`config.mk`:
```
export PLATFORM = sky130hd
export DESIGN_NAME = rtss_ram
export DESIGN_NICKNAME = d
export VERILOG_FILES = /design/src/sv/rtss_ram.sv
export SDC_FILE = /design/constraint.sdc
export NUM_CORES = 1
export LEC_CHECK = 0
export BUFFER_PORTS_ARGS = -buffer_cell sky130_fd_sc_hd__buf_2
export CORE_UTILIZATION = 60
export CTS_CLUSTER_DIAMETER = 50
export DETAILED_ROUTE_END_ITERATION = 16
export GPL_ROUTABILITY_DRIVEN = 1
export PLACE_DENSITY = 0.72
export SYNTH_ARGS = -nofsm -noshare
export SYNTH_HDL_FRONTEND = slang
export SYNTH_SLANG_ARGS = --single-unit
export TNS_END_PERCENT = 50
```
`constraint.sdc`:
```
create_clock -name clk -period 3.55 [get_ports clk]
set_input_delay 0.5325 -clock clk [delete_from_list [all_inputs] [get_ports clk]]
set_output_delay 0.5325 -clock clk [all_outputs]
set_load 0.1 [all_outputs]
```
`src/sv/rtss_ram.sv`:
```
// Generic single-port-write, single-port-read RAM with registered read.
// No dependencies.
module rtss_ram #(
    parameter int WIDTH = 8,
    parameter int DEPTH = 64
) (
    input  logic                     clk,
    input  logic                     we,
    input  logic [$clog2(DEPTH)-1:0] waddr,
    input  logic [WIDTH-1:0]         wdata,
    input  logic [$clog2(DEPTH)-1:0] raddr,
    output logic [WIDTH-1:0]         rdata
);

    logic [WIDTH-1:0] mem [DEPTH];

    always_ff @(posedge clk)
    begin
        if (we)
        begin
            mem[waddr] <= wdata;
        end
        rdata <= mem[raddr];
    end

endmodule

```
==> results.json <==
{
  "outcome": "completed",
  "fmax_mhz": 414,
  "yosysMostFrequentCell": "edfxtp_1",
  "drv_slew": 0,
  "postRouteAntennaNets": 0,
  "tns_ps": 0,
  "viasPerCell": 6.45,
  "drive_gt1_share_pct": 28.4,
  "synth.distinct_cells": 40,
  "synth_top_area_share_pct": 76.2,
  "vias": 9779,
  "yosysSeqAreaShare_pct": 77.0,
  "worst_clock_skew_ps": 17.2,
  "startpoint": "raddr[0]",
  "cts_resized": 0,
  "grt_pass1_wl_um": 63900,
  "synthArstFlopShare_pct": 0,
  "num-fill-cells": 2009,
  "min_from": "raddr[5]",
  "r2r_setup_slack_ps": 1440,
  "post-cts-setup-buffers": 0,
  "drt_pre_antenna_iters": 5,
  "grt_max_degree": 65,
  "dpl.hpwl_um": 26600,
  "fin_nets": 1053,
  "power_density_nw_per_um2": 567,
  "clock-root-buffer": "clkbuf_16",
  "io_buffers": 29,
  "die_area_um2": 34300,
  "peakVddDrop_v": 0.000353,
  "critPathKind": "input pin to flop",
  "synthTopCellsByCount": "512 x edfxtp_1, 126 x mux4_2, 83 x nor2_1",
  "wirelength_um": 43100,
  "syn_nets": 962,
  "worstPathRequired_ps": 3970,
  "start_kind": "input pin",
  "synth_seq_cells": 520,
  "clock_sinks": 520,
  "finalSetupViolCount": 0,
  "drtIter0Drc": 1199,
  "syn_to_final_growth_pct": 12.7,
  "p_leak_nw": 7.21,
  "syn_avg_cell_area_um2": 21.5,
  "wire_per_inst_um": 28.4,
  "clk_latency_ps": 570,
  "ctsHoldBuffers": 0,
  "rows": 66,
  "grt_setup_unrepaired": "false",
  "yosys.area.top_type": "edfxtp_1",
  "clk_path_buf_depth": 3,
  "fin_area_um2": 22700,
  "syn_inst": 940,
  "cap_viol_max_count": 0,
  "hold_viol": 0,
  "boundaryPins": 30,
  "hold_path_class": "input pin to flop",
  "syn_area_um2": 20200,
  "numCtsBuffers": 53,
  "htree_levels": 2,
  "core_um2": 32800,
  "synth-edff-count": 512,
  "cts_tree": "yes",
  "die_w_um": 185,
  "finalCriticalPeriod_ps": 2420,
  "antennaDiodeCount": 0,
  "grt_use_total_pct": 26.5,
  "regToRegStartpoint": "mem[25][6]",
  "synth.top_cells.by_area": "edfxtp_1 76%, mux4_2 14%, nor2_1 1.5%",
  "clkSlewWorstSetupHoldPaths_ps": 60,
  "cp_max_fo": 36,
  "worst_pin_slew_ps": 1220,
  "finalCritPeriodShare_pct": 68.1,
  "synth_top_flop_cell": "edfxtp_1",
  "placed_area_um2": 21000,
  "endpoint_kind": "flop",
  "drc_errors": 0,
  "grt_pass1_vias": 9907,
  "start_util_pct": 61.5,
  "worstPathArrival_ps": 2840,
  "grt_overflow_total": 0,
  "synth_warnings": 0,
  "slew_headroom_pct": 18.6,
  "place_congestion": 0.848,
  "antenna_found_initial": 1,
  "die_h_um": 185
}
## power by group
group / leakage (nW) / total, mW / internal [mW] / switching, mW
combinational: 1.71 / 0.714 / 0.243 / 0.471
sequential: 4.67 / 6.82 / 6.80 / 0.0222
clock: 0.829 / 5.35 / 3.11 / 2.24
total: 7.21 / 12.9 / 10.1 / 2.73
## per-layer routing
layer | up-vias | part of all wire [%] | GRT usage [%]
met5 | - | 0 | 0
met4 | 0 | 3.4 | 9.52
met3 | 93 | 8.4 | 5.09
met2 | 509 | 47 | 40.5
met1 | 5060 | 41 | 38.7
li1 | 4117 | - | -
## worst paths after layout
path	to	cells after the start
max reg2reg	rdata[6]	5
min reg2reg	rdata[0]	4
min	rdata[0]	3
max	rdata[4]	7
## logic make-up (layout without fill, tap and decap cells)
family          after synthesis  in the layout  synth area share, %
buf+inv                      51            186                 1.57
flops                       520            520                 77.0
mux                         162            162                 15.9
compound gates               54             54                 2.07
simple gates                153            153                 3.39
## sequential cells by signal, indices dropped and copies added, names as in the netlist
register / cells
mem: 512
rdata: 8
## worst max-delay path: stages
cell and delay [ps]:
clkbuf_8 410, buf_4 280, mux4_2 540, mux2_2 290, o221a_2 280, nor3_1 330
o32ai_1 170
## stage by stage
step                total power, mW  instances  util [%]  hold WS [ps]  worst slack (ps)
floorplan                      7.39        940         -           631              1350
global placement               7.65       1418      64.2           794               651
detailed placement             7.66       1418      64.2           847               628
CTS                            12.9       1517      69.3           372              1170
global route                   13.2       1517      69.3           400              1070
finish                         12.9       1517      69.3           402              1130
## cell type report
class	count	area [um^2]	share of cell area, %
sequential	520	15500	68.4
tap	442	553	2.43
clock buffer	71	1460	6.41
timing repair buffer	87	632	2.78
multi-input combinational	369	4320	19.0
clock inverter	28	230	1.01
## cell usage in the layout (no fill, tap or decap), drive strengths merged, types with 6 or more instances in the layout
| cell type | n |
|---|---|
| dfxtp | 8 |
| mux2i | 23 |
| nand3 | 13 |
| nand2 | 19 |
| o221ai | 8 |
| o22ai | 8 |
| nor2b | 14 |
| mux2 | 13 |
| buf | 86 |
| nor3 | 7 |
| clkinv | 20 |
| edfxtp | 512 |
| clkbuf | 72 |
| nor2 | 83 |
| a221oi | 6 |
| nand2b | 7 |
| mux4 | 126 |
(Power assumes the default switching activity.)
